[config.mk]
export PLATFORM = sky130hd
export DESIGN_NAME = ternary_binary_dot_prelu
export DESIGN_NICKNAME = d
export VERILOG_FILES = /design/src/hdl/tbdp_pkg.sv /design/src/hdl/tbdp_lane.sv /design/src/hdl/tbdp_merge.sv /design/src/hdl/tbdp_accum.sv /design/src/hdl/tbdp_prelu.sv /design/src/hdl/ternary_binary_dot_prelu.sv
export SDC_FILE = /design/constraint.sdc
export NUM_CORES = 2
export LEC_CHECK = 0
export BUFFER_PORTS_ARGS = -buffer_cell sky130_fd_sc_hd__buf_4
export CAP_MARGIN = 30
export CORE_UTILIZATION = 45
export DETAILED_ROUTE_END_ITERATION = 16
export GPL_TIMING_DRIVEN = 0
export MAX_ROUTING_LAYER = met4
export PLACE_DENSITY = 0.73
export SETUP_SLACK_MARGIN = 0.15
export SLEW_MARGIN = 0
export SYNTH_ARGS = -nofsm -noshare
export SYNTH_HDL_FRONTEND = slang
export SYNTH_SLANG_ARGS = --single-unit
[constraint.sdc]
create_clock -name clk -period 7.84 [get_ports clk]
set_input_delay 0.392 -clock clk [delete_from_list [all_inputs] [get_ports clk]]
set_output_delay 0.392 -clock clk [all_outputs]
set_load 0.01 [all_outputs]
[src/hdl/tbdp_pkg.sv]
package tbdp_pkg;

    // Chunk geometry
    localparam int MAX_CHUNKS     = 64;
    localparam int CHUNK_ELEMS    = 128;
    localparam int WORD_W         = 64;
    localparam int LANES          = 8;
    localparam int LANE_W         = CHUNK_ELEMS / LANES;
    localparam int NIBBLES        = LANE_W / 4;

    // Lane and chunk score widths (score = agreeing - disagreeing nonzero elements)
    localparam int LANE_CNT_W     = $clog2(LANE_W + 1);
    localparam int LANE_SCORE_W   = LANE_CNT_W + 1;
    localparam int CHUNK_SCORE_W  = $clog2(CHUNK_ELEMS + 1) + 1;

    // Running sum
    localparam int SUM_BOUND      = MAX_CHUNKS * CHUNK_ELEMS;
    localparam int SUM_W          = $clog2(SUM_BOUND + 1) + 1;

    // Activation
    localparam int SLOPE_W        = 16;
    localparam int FRAC_BITS      = 12;
    localparam int ACT_W          = 30;
    localparam int OUT_BOUND      = 2 ** (ACT_W - 2);
    localparam int PROD_W         = SUM_W + SLOPE_W;

    typedef logic [LANE_W-1:0]               lane_data_t;
    typedef logic [LANE_CNT_W-1:0]           lane_cnt_t;
    typedef logic signed [LANE_SCORE_W-1:0]  lane_score_t;
    typedef logic signed [CHUNK_SCORE_W-1:0] chunk_score_t;
    typedef logic signed [SUM_W-1:0]         sum_t;
    typedef logic signed [SLOPE_W-1:0]       slope_t;
    typedef logic signed [PROD_W-1:0]        prod_t;
    typedef logic signed [ACT_W-1:0]         act_t;

    // Closed dot product handed from the accumulator to the activation stage
    typedef struct packed {
        sum_t sum;
        logic sat;
    } acc_beat_t;

    // Count ones per nibble, then add the nibble counts
    function automatic lane_cnt_t lane_popcount(lane_data_t v);
        logic [2:0] nib [NIBBLES];
        lane_cnt_t  total;
        total = '0;
        for (int n = 0; n < NIBBLES; n++) begin
            nib[n] = 3'(v[4*n]) + 3'(v[4*n+1]) + 3'(v[4*n+2]) + 3'(v[4*n+3]);
        end
        for (int n = 0; n < NIBBLES; n++) begin
            total = total + LANE_CNT_W'(nib[n]);
        end
        return total;
    endfunction

    // Nonzero elements whose sign matches the weight count +1, others -1
    function automatic lane_score_t lane_score(lane_data_t sgn, lane_data_t msk,
                                               lane_data_t wgt);
        lane_data_t diff;
        lane_cnt_t  pos;
        lane_cnt_t  neg;
        diff = sgn ^ wgt;
        pos  = lane_popcount(msk & ~diff);
        neg  = lane_popcount(msk & diff);
        return $signed({1'b0, pos}) - $signed({1'b0, neg});
    endfunction

endpackage

[src/hdl/tbdp_lane.sv]
module tbdp_lane (
    input  logic                  clk,
    input  logic                  load,
    input  tbdp_pkg::lane_data_t  sign_bits,
    input  tbdp_pkg::lane_data_t  mask_bits,
    input  tbdp_pkg::lane_data_t  weight_bits,
    output tbdp_pkg::lane_score_t score
);

    tbdp_pkg::lane_score_t score_reg;

    always_ff @(posedge clk)
    begin
        if (load)
        begin
            score_reg <= tbdp_pkg::lane_score(sign_bits, mask_bits, weight_bits);
        end
    end

    assign score = score_reg;

endmodule

[src/hdl/tbdp_merge.sv]
module tbdp_merge (
    input  logic                   clk,
    input  logic                   rst_n,
    input  logic                   in_valid,
    output logic                   in_ready,
    input  logic                   in_final,
    input  tbdp_pkg::lane_score_t  lane_score [tbdp_pkg::LANES],
    output logic                   out_valid,
    input  logic                   out_ready,
    output logic                   out_final,
    output tbdp_pkg::chunk_score_t out_score
);

    logic                   valid_reg;
    logic                   final_reg;
    tbdp_pkg::chunk_score_t score_reg;
    tbdp_pkg::chunk_score_t score_next;
    logic                   take;

    always_comb
    begin
        score_next = '0;
        for (int l = 0; l < tbdp_pkg::LANES; l++) begin
            score_next = score_next + tbdp_pkg::CHUNK_SCORE_W'(lane_score[l]);
        end
    end

    assign in_ready = !valid_reg || out_ready;
    assign take     = in_valid && in_ready;

    always_ff @(posedge clk or negedge rst_n)
    begin
        if (!rst_n)
        begin
            valid_reg <= 1'b0;
        end
        else
        begin
            if (take)
            begin
                valid_reg <= 1'b1;
            end
            else if (out_ready)
            begin
                valid_reg <= 1'b0;
            end
        end
    end

    always_ff @(posedge clk)
    begin
        if (take)
        begin
            final_reg <= in_final;
            score_reg <= score_next;
        end
    end

    assign out_valid = valid_reg;
    assign out_final = final_reg;
    assign out_score = score_reg;

endmodule

[src/hdl/tbdp_accum.sv]
module tbdp_accum (
    input  logic                   clk,
    input  logic                   rst_n,
    input  logic                   in_valid,
    output logic                   in_ready,
    input  logic                   in_final,
    input  tbdp_pkg::chunk_score_t in_score,
    output logic                   out_valid,
    input  logic                   out_ready,
    output tbdp_pkg::acc_beat_t    out_beat
);

    localparam int XW = tbdp_pkg::SUM_W + 1;

    tbdp_pkg::sum_t      running_sum_reg;
    tbdp_pkg::sum_t      running_sum_next;
    logic                sat_reg;
    logic                sat_next;
    logic                out_valid_reg;
    tbdp_pkg::acc_beat_t beat_reg;
    logic signed [XW-1:0] sum_x;
    logic                take;

    // Add the chunk score and clamp to the sum bound
    always_comb
    begin
        sum_x    = XW'(running_sum_reg) + XW'(in_score);
        sat_next = sat_reg;
        priority if (sum_x > XW'(tbdp_pkg::SUM_BOUND))
        begin
            running_sum_next = tbdp_pkg::SUM_W'(tbdp_pkg::SUM_BOUND);
            sat_next         = 1'b1;
        end
        else if (sum_x < -XW'(tbdp_pkg::SUM_BOUND))
        begin
            running_sum_next = -tbdp_pkg::SUM_W'(tbdp_pkg::SUM_BOUND);
            sat_next         = 1'b1;
        end
        else
        begin
            running_sum_next = tbdp_pkg::SUM_W'(sum_x);
        end
    end

    assign in_ready = !out_valid_reg || out_ready;
    assign take     = in_valid && in_ready;

    always_ff @(posedge clk or negedge rst_n)
    begin
        if (!rst_n)
        begin
            running_sum_reg <= '0;
            sat_reg         <= 1'b0;
            out_valid_reg   <= 1'b0;
        end
        else
        begin
            if (take && in_final)
            begin
                running_sum_reg <= '0;
                sat_reg         <= 1'b0;
                out_valid_reg   <= 1'b1;
            end
            else
            begin
                if (take)
                begin
                    running_sum_reg <= running_sum_next;
                    sat_reg         <= sat_next;
                end
                if (out_ready)
                begin
                    out_valid_reg <= 1'b0;
                end
            end
        end
    end

    always_ff @(posedge clk)
    begin
        if (take && in_final)
        begin
            beat_reg.sum <= running_sum_next;
            beat_reg.sat <= sat_next;
        end
    end

    assign out_valid = out_valid_reg;
    assign out_beat  = beat_reg;

    a_sum_in_bound: assert property (@(posedge clk) disable iff (!rst_n)
        (running_sum_reg <= tbdp_pkg::SUM_W'(tbdp_pkg::SUM_BOUND)) &&
        (running_sum_reg >= -tbdp_pkg::SUM_W'(tbdp_pkg::SUM_BOUND)))
        else $error("running sum outside its bound");

    a_final_clears: assert property (@(posedge clk) disable iff (!rst_n)
        (take && in_final) |=> (running_sum_reg == '0 && !sat_reg && out_valid_reg))
        else $error("final chunk did not close the dot product");

endmodule

[src/hdl/tbdp_prelu.sv]
module tbdp_prelu (
    input  logic                clk,
    input  logic                rst_n,
    input  logic                in_valid,
    output logic                in_ready,
    input  tbdp_pkg::acc_beat_t in_beat,
    input  tbdp_pkg::slope_t    slope,
    output logic                out_valid,
    input  logic                out_ready,
    output tbdp_pkg::act_t      activation,
    output logic                saturated
);

    localparam int PW = tbdp_pkg::PROD_W;

    logic            prod_valid_reg;
    tbdp_pkg::prod_t prod_reg;
    tbdp_pkg::prod_t prod_next;
    logic            prod_sat_reg;
    logic            prod_ready;
    logic            prod_take;

    logic            out_valid_reg;
    tbdp_pkg::act_t  act_reg;
    tbdp_pkg::act_t  act_next;
    logic            sat_out_reg;
    logic            sat_out_next;
    logic            out_take;

    // Positive sums scale by one in fixed point, the rest by the slope
    always_comb
    begin
        if (in_beat.sum > 0)
        begin
            prod_next = PW'(in_beat.sum) <<< tbdp_pkg::FRAC_BITS;
        end
        else
        begin
            prod_next = in_beat.sum * slope;
        end
    end

    // Clamp to the output range
    always_comb
    begin
        sat_out_next = prod_sat_reg;
        priority if (prod_reg > PW'(tbdp_pkg::OUT_BOUND))
        begin
            act_next     = tbdp_pkg::ACT_W'(tbdp_pkg::OUT_BOUND);
            sat_out_next = 1'b1;
        end
        else if (prod_reg < -PW'(tbdp_pkg::OUT_BOUND))
        begin
            act_next     = -tbdp_pkg::ACT_W'(tbdp_pkg::OUT_BOUND);
            sat_out_next = 1'b1;
        end
        else
        begin
            act_next = tbdp_pkg::ACT_W'(prod_reg);
        end
    end

    assign out_take   = prod_valid_reg && (!out_valid_reg || out_ready);
    assign prod_ready = !prod_valid_reg || out_take;
    assign prod_take  = in_valid && prod_ready;
    assign in_ready   = prod_ready;

    always_ff @(posedge clk or negedge rst_n)
    begin
        if (!rst_n)
        begin
            prod_valid_reg <= 1'b0;
            out_valid_reg  <= 1'b0;
        end
        else
        begin
            if (prod_take)
            begin
                prod_valid_reg <= 1'b1;
            end
            else if (out_take)
            begin
                prod_valid_reg <= 1'b0;
            end
            if (out_take)
            begin
                out_valid_reg <= 1'b1;
            end
            else if (out_ready)
            begin
                out_valid_reg <= 1'b0;
            end
        end
    end

    always_ff @(posedge clk)
    begin
        if (prod_take)
        begin
            prod_reg     <= prod_next;
            prod_sat_reg <= in_beat.sat;
        end
        if (out_take)
        begin
            act_reg     <= act_next;
            sat_out_reg <= sat_out_next;
        end
    end

    assign out_valid  = out_valid_reg;
    assign activation = act_reg;
    assign saturated  = sat_out_reg;

    a_act_in_range: assert property (@(posedge clk) disable iff (!rst_n)
        out_valid_reg |-> ((act_reg <= tbdp_pkg::ACT_W'(tbdp_pkg::OUT_BOUND)) &&
                           (act_reg >= -tbdp_pkg::ACT_W'(tbdp_pkg::OUT_BOUND))))
        else $error("activation outside the output range");

endmodule

[src/hdl/ternary_binary_dot_prelu.sv]
// Channel | Handshake            | Payload
// --------+----------------------+------------------------------------------------
// in      | in_valid / in_ready  | sign/mask/weight words low+high, final_chunk
// out     | out_valid / out_ready| activation_out, saturated
// cfg     | cfg_write            | cfg_data (prelu_slope, Q4.12 signed)
//
// One chunk beat is taken per cycle with no gap while in_ready is high. A result
// beat is offered once its final chunk has passed through five registers; the
// edge that takes that chunk loads the first: lane popcount register, lane merge
// adder, running-sum accumulator, PReLU multiplier, output clamp register.
// The running-sum loop in the accumulator sets the sustained rate.
// Reset clears the running sum, the saturation flag, the slope and all valid
// bits; no clearing pass is needed. A stalled out beat holds every stage that
// is full; stages that are empty keep filling, so in_ready drops only once the
// pipeline is packed behind the held result.
module ternary_binary_dot_prelu (
    input  logic                        clk,
    input  logic                        rst_n,

    input  logic                        in_valid,
    output logic                        in_ready,
    input  logic [tbdp_pkg::WORD_W-1:0] sign_word_low,
    input  logic [tbdp_pkg::WORD_W-1:0] sign_word_high,
    input  logic [tbdp_pkg::WORD_W-1:0] mask_word_low,
    input  logic [tbdp_pkg::WORD_W-1:0] mask_word_high,
    input  logic [tbdp_pkg::WORD_W-1:0] weight_word_low,
    input  logic [tbdp_pkg::WORD_W-1:0] weight_word_high,
    input  logic                        final_chunk,

    output logic                        out_valid,
    input  logic                        out_ready,
    output tbdp_pkg::act_t              activation_out,
    output logic                        saturated,

    input  logic                        cfg_write,
    input  tbdp_pkg::slope_t            cfg_data
);

    localparam int ALL_W = 2 * tbdp_pkg::WORD_W;

    // Slope register; the user must write it only while the block is idle, the block has no guard for it
    tbdp_pkg::slope_t       slope_reg;

    // Lane stage control: lanes hold their own score registers
    logic                   lane_valid_reg;
    logic                   lane_final_reg;
    logic                   lane_load;
    tbdp_pkg::lane_score_t  lane_score [tbdp_pkg::LANES];

    // Whole-chunk views of the words; lane l owns elements l*LANE_W upward
    logic [ALL_W-1:0]       sign_all;
    logic [ALL_W-1:0]       mask_all;
    logic [ALL_W-1:0]       weight_all;

    logic                   merge_ready;
    logic                   merge_valid;
    logic                   merge_final;
    tbdp_pkg::chunk_score_t merge_score;

    logic                   acc_ready;
    logic                   acc_valid;
    tbdp_pkg::acc_beat_t    acc_beat;

    logic                   act_ready;

    assign sign_all   = {sign_word_high, sign_word_low};
    assign mask_all   = {mask_word_high, mask_word_low};
    assign weight_all = {weight_word_high, weight_word_low};

    always_ff @(posedge clk or negedge rst_n)
    begin
        if (!rst_n)
        begin
            slope_reg <= '0;
        end
        else if (cfg_write)
        begin
            slope_reg <= cfg_data;
        end
    end

    // Accept a chunk whenever the lane registers are empty or draining
    assign in_ready  = !lane_valid_reg || merge_ready;
    assign lane_load = in_valid && in_ready;

    always_ff @(posedge clk or negedge rst_n)
    begin
        if (!rst_n)
        begin
            lane_valid_reg <= 1'b0;
        end
        else
        begin
            if (lane_load)
            begin
                lane_valid_reg <= 1'b1;
            end
            else if (merge_ready)
            begin
                lane_valid_reg <= 1'b0;
            end
        end
    end

    always_ff @(posedge clk)
    begin
        if (lane_load)
        begin
            lane_final_reg <= final_chunk;
        end
    end

    // Eight popcount lanes score sixteen elements each in parallel
    for (genvar l = 0; l < tbdp_pkg::LANES; l++) begin : g_lane
        tbdp_lane u_lane (
            .clk         (clk),
            .load        (lane_load),
            .sign_bits   (sign_all[l*tbdp_pkg::LANE_W +: tbdp_pkg::LANE_W]),
            .mask_bits   (mask_all[l*tbdp_pkg::LANE_W +: tbdp_pkg::LANE_W]),
            .weight_bits (weight_all[l*tbdp_pkg::LANE_W +: tbdp_pkg::LANE_W]),
            .score       (lane_score[l])
        );
    end

    // Merge the lane scores into one chunk score
    tbdp_merge u_merge (
        .clk        (clk),
        .rst_n      (rst_n),
        .in_valid   (lane_valid_reg),
        .in_ready   (merge_ready),
        .in_final   (lane_final_reg),
        .lane_score (lane_score),
        .out_valid  (merge_valid),
        .out_ready  (acc_ready),
        .out_final  (merge_final),
        .out_score  (merge_score)
    );

    // Accumulate chunks with saturation; emit a beat only on the final chunk
    tbdp_accum u_accum (
        .clk       (clk),
        .rst_n     (rst_n),
        .in_valid  (merge_valid),
        .in_ready  (acc_ready),
        .in_final  (merge_final),
        .in_score  (merge_score),
        .out_valid (acc_valid),
        .out_ready (act_ready),
        .out_beat  (acc_beat)
    );

    // PReLU multiply, clamp and output register
    tbdp_prelu u_prelu (
        .clk        (clk),
        .rst_n      (rst_n),
        .in_valid   (acc_valid),
        .in_ready   (act_ready),
        .in_beat    (acc_beat),
        .slope      (slope_reg),
        .out_valid  (out_valid),
        .out_ready  (out_ready),
        .activation (activation_out),
        .saturated  (saturated)
    );

endmodule

======== Word level (Yosys, flattened, before mapping) ========
Index checks and enable logic that the tools add are counted.
word-level totals
  output and inout port bits .............. 33
  register bits ........................... 175
  input bits .............................. 406
  word-level logic and storage cells ...... 364
cells by class
  multiply operators ...................... 1
  multiplexer cells ....................... 20
  reductions and logical operators ........ 23
  $add $sub $neg .......................... 256
  bitwise operators ....................... 32
  $lt $le $gt $ge ......................... 5
operator list
  kind                                                  number
  adder 3 x 1 -> 3 bit                                  128
  AND 16 bit                                            16
  adder 5 x 3 -> 5 bit                                  32
  adder 1 x 1 -> 2 bit                                  64
  inverter 16 bit                                       8
  XOR 16 bit                                            8
  adder 3 x 3 -> 4 bit                                  16
  2-to-1 mux 15 bit                                     4
  subtractor 5 x 5 -> 6 bit                             8
  adder 9 x 6 -> 9 bit                                  5
  > comparator 31 x 30 -> 1 bit, second input constant  1
  < comparator 31 x 29 -> 1 bit, second input constant  1
  multiplier 15 x 16 -> 31 bit                          1
  2-to-1 mux 31 bit                                     1
  2-to-1 mux 30 bit                                     1
  adder 15 x 9 -> 16 bit                                1
  > comparator 16 x 15 -> 1 bit, second input constant  1
  < comparator 16 x 14 -> 1 bit, second input constant  1
  > comparator 15 x 1 -> 1 bit, second input constant   1
  2-to-1 mux 1 bit                                      14
  nonzero test 2 bit                                    6
  adder 7 x 6 -> 8 bit                                  1
  adder 6 x 6 -> 7 bit                                  1
  logical AND 1 bit                                     6
  other kinds (3)                                       11

======== Longest topological paths before layout ========
  word-level depth ........................ 10
  mapped depth ............................ 24
  mapped depth without buffers ............ 22

======== Cells and area by module ========
From an unflattened synthesis, not the netlist that was laid out.
unflattened totals
  cells, all modules ...................... 2695
  area total of the unflattened synthesis .. 26764.4 µm²
by module, submodules not included
  module                    seq. area each (µm²)  times used  area each (µm²)  cells an instance
  tbdp_prelu                1941.9                1           11619.9          1181
  tbdp_lane                 180.2                 8           1317.5           137
  tbdp_accum                905.9                 1           2177.1           212
  tbdp_merge                325.3                 1           1704.1           167
  ternary_binary_dot_prelu  455.4                 1           723.2            39

======== Worst setup path before layout ========
OpenSTA, ideal clock, no wires.
  kind .................................... reg-to-reg
  start ................................... register u_accum.beat_reg, in the netlist u_accum.out_beat[5]
  end ..................................... register u_prelu.prod_reg[28] (data pin)
  path buffers ............................ 1
  cell stages (with the launch flop) ...... 24
  setup slack ............................. 1.350 ns
  clock period less this slack ............ 6.490 ns
  setup time .............................. 0.262 ns
  arrival ................................. 6.229 ns
  required time ........................... 7.578 ns
  cells stage by stage .................... edfxtp_1 clkbuf_1 and2_1 fa_1 inv_1 fa_1 inv_1 fa_1 inv_1 fa_1 inv_1 fa_1 inv_1 fa_1 inv_1 ha_1 a211oi_1 o21ai_0 a41oi_1 o22ai_1 o41ai_1 a31oi_1 a31oi_1 mux2i_1
between the ends
  longest elaborated chain between the ends .. 2
RTL lines
  what                                                                          RTL line                            RTL
  from (decl)                                                                   tbdp_accum.sv:20                    tbdp_pkg::acc_beat_t beat_reg;
  multiplier 15 x 16 -> 31 bit or > comparator 15 x 1 -> 1 bit (tied branches)  tbdp_prelu.sv:39, tbdp_prelu.sv:33
  2-to-1 mux 31 bit *                                                           tbdp_prelu.sv:33                    if (in_beat.sum > 0)
  net u_prelu.prod_next[28]                                                     tbdp_prelu.sv:18                    tbdp_pkg::prod_t prod_next;
  to (signal assigned)                                                          tbdp_prelu.sv:100                   prod_reg <= prod_next;
  to (decl)                                                                     tbdp_prelu.sv:17                    tbdp_pkg::prod_t prod_reg;
Mark *: on every way through the listed nets, which the timed path passes. The rest lies on a longest branch.
A chain may end at the register's enable or synchronous reset.

======== Final worst setup path ========
  start ................................... register u_accum.beat_reg, in the netlist u_accum.out_beat[4]
  end ..................................... register u_prelu.prod_reg[28] (data pin)
The elaborated chain is that of the path after synthesis.

==> flow_summary.ini <==
[setup_path]
max_stage_delay_ns = 0.64
worstSetupPathType = reg -> reg
crit_buf_inv = 7
arrival_ns = 7.80
critPathCaptureType = register
cp.required_ns = 8.14
reg2regPathDepth = 23
crit_chain = clkbuf_1 > and2_1 > fa_1 > inv_1 > fa_1 > inv_1 > fa_1 > inv_1 > fa_1 > inv_1 > fa_1 > inv_1 > fa_1 > inv_1 > ha_1 > a211oi_1 > o21ai_0 > a41oi_1 > o22ai_1 > o41ai_2 > a31oi_1 > a31oi_1 > mux2i_1
crit_family = adder cells
cp_max_fo = 10
slowest_stage = edfxtp_1
critPathLaunchType = register
worst-path-stages = 23

[routing]
wirelength_um = 66600
vias = 20800
drt_first_pass_iters = 4
drtAntennaViolNets = 0
route.detailed.drc = 0
viasPerCell = 4.84
routedWlPerCell_um = 15.5
drtIter0Drc = 960

[floorplanning]
num_rows = 92
io_pins = 439
core_area_mm2 = 0.0633
start_util = 0.458
die_x_um = 256
die_h_um = 256
dieArea_mm2 = 0.0654

[synth]
synth_edf_count = 138
ys_seq_area_frac = 0.175
ys_warn_count = 0
synth_top_area_cell = fa_1
synth_cell_types = 65
async_flop_share = 0.211
synth_nets = 4185
syn_area_mm2 = 0.0290
synth_common_cells = inv_1, fa_1, ha_1, nand2_1, and2_1
synthTopCellsByArea = fa_1, ha_1, edfxtp_1
syn_area_per_cell_um2 = 9.73
synth_cells = 2979
synth_top_area_share = 0.293
post-synth-top-count-cell = inv_1
ys_seq_elements = 175
synthFlopType = edfxtp_1

[clocking]
cts_inserted_buffers = 17
clock-root-buffer = clkbuf_16
htree_levels = 4
clock_latency_ns = 0.46
cts.clk_slew.worst_paths_ns = 0.07
cts_tree = built
cts_sinks = 175
clockBufferDepth = 2

[global_route]
grt_pass1_vias = 21900
grtUsageMet3 = 0.0230
grt_use_met2 = 0.389
grt.total_usage = 0.216
busiest_layer = met2
grt_pass1_wl_um = 109000
grt.overflow.total = 0
grt_max_degree = 44
grtUsageMet1 = 0.258
grt_antenna_before_repair = 0

[place]
dpl.hpwl_um = 58600
portBuffers = 437
place.gp.congestion = 0.954

[sta]
setup_viol_count_final = 0
layout_min_cycle_time_ns = 7.50
tns_ns = 0
hold_violations = 0
max_clock_freq_mhz = 133
maxSlewViolCount = 0
rsz0062_at_grt = no
max_slew_margin = 0.379
worst_slew_pin_slew_ns = 0.932
period_share = 0.957
fin_worst_skew_ns = 0.0183

[run_status]
status = finished, final reports clean

[final_layout]
drive_gt1_frac = 0.162
finalNetCount = 4645
syn_to_final_growth_pct = 17.4
largest_register_ffs = 48

[worst_hold_path]
holdPathStages = 1
hold_path_class = in -> reg

[job]
max_cap_viol_count = 0
## layer usage
layer	vias up	wire length (um)
met2	596	35000
li1	10100	-
met4	0	1540
met5	-	0
met3	98	2990
met1	10000	27100
## metrics by stage
stage	hold slack, ns	cells	setup WS [ns]	util	cell area, um^2
floorplan	0.0964	2979	1.35	-	29000
global placement	0.408	4262	0.116	0.526	33300
detailed placement	0.413	4265	0.102	0.527	33400
CTS	0.0958	4298	0.272	0.537	34000
global route	0.104	4298	0.151	0.537	34000
finish	0.122	4299	0.336	0.537	34000
## placed cells by master (no fill, tap or decap), types with 4 or more instances in the layout
| cell | count |
|---|---|
| a31oi_1 | 8 |
| o21ai_0 | 40 |
| o21a_1 | 8 |
| ha_1 | 376 |
| nand2_1 | 228 |
| nor2_1 | 74 |
| fa_1 | 424 |
| a21o_1 | 84 |
| nor4_1 | 10 |
| inv_6 | 4 |
| nand2b_1 | 42 |
| a21oi_1 | 55 |
| a22o_1 | 4 |
| a211oi_1 | 11 |
| nand3_1 | 12 |
| xnor2_1 | 152 |
| inv_1 | 708 |
| or2_2 | 47 |
| edfxtp_1 | 138 |
| nor2b_1 | 66 |
| clkbuf_16 | 17 |
| clkbuf_2 | 6 |
| xor2_1 | 82 |
| buf_4 | 437 |
| o41ai_2 | 5 |
| mux2_2 | 17 |
| clkbuf_1 | 47 |
| o21bai_1 | 9 |
| nor3_1 | 10 |
| o41ai_1 | 8 |
| and2_1 | 213 |
| dfrtp_1 | 37 |
## logic make-up (layout without fill, tap and decap cells)
logic type	Yosys count	count (layout)	synth area share
XOR/XNOR	234	234	0.0707
AO/OA/AOI/OAI	262	262	0.0621
other	0	1	0
buffers and inverters	764	1237	0.0992
flip-flops	175	175	0.175
multiplexers	19	19	0.00730
AND/OR/NAND/NOR	725	725	0.131
adder cells (fa/ha/maj)	800	800	0.455
## worst register-to-register path, stage by stage, from the launching register on
cell and delay [ns]:
edfxtp_1 0.64, clkbuf_1 0.37, and2_1 0.25, fa_1 0.47
inv_1 0.06, fa_1 0.53, inv_1 0.05, fa_1 0.49
inv_1 0.05, fa_1 0.49, inv_1 0.06, fa_1 0.52
inv_1 0.06, fa_1 0.55, inv_1 0.05, ha_1 0.36
a211oi_1 0.32, o21ai_0 0.24, a41oi_1 0.44, o22ai_1 0.21
o41ai_2 0.43, a31oi_1 0.21, a31oi_1 0.29, mux2i_1 0.23
## final timing paths
check                                                         end                     startpoint  slack, ns
setup / recovery                   u_prelu.prod_reg[28]$_DFFE_PP_  u_accum.out_beat[4]$_DFFE_PP_       0.34
hold / removal                           lane_final_reg$_DFFE_PP_                    final_chunk       0.12
setup reg to reg                   u_prelu.prod_reg[28]$_DFFE_PP_  u_accum.out_beat[4]$_DFFE_PP_       0.34
hold reg to reg                       u_merge.out_final$_DFFE_PP_       lane_final_reg$_DFFE_PP_       0.43
max in group asynchronous  u_accum.running_sum_reg[6]$_DFFE_PN0P_                          rst_n       6.96
min in group asynchronous               slope_reg[11]$_DFFE_PN0P_                          rst_n       0.48
## area by class of cell
| cell class | instances | area (um^2) |
|---|---|---|
| diodes | 1 | 2.50 |
| multi-input cells | 2040 | 21100 |
| inverters | 709 | 2670 |
| fillers | 5782 | 29300 |
| plain buffers | 55 | 223 |
| flip-flops and latches | 175 | 5070 |
| repair buffers | 441 | 3340 |
| well taps | 846 | 1060 |
| clock buffers | 18 | 439 |
| clock inverters | 14 | 169 |
## repair_timing
action / CTS / global route
setup endpoints to repair: 1 / 7
hold endpoints to repair: 37 / 0
resized for setup: 1 / 14
buffers inserted: 0 / 0
pin swaps: 0 / 0
hold buffers: 1 / 0
Power is left out: the tool's default activity adds up to more than one toggle a clock period on the data nets, which glitch-free logic cannot reach.
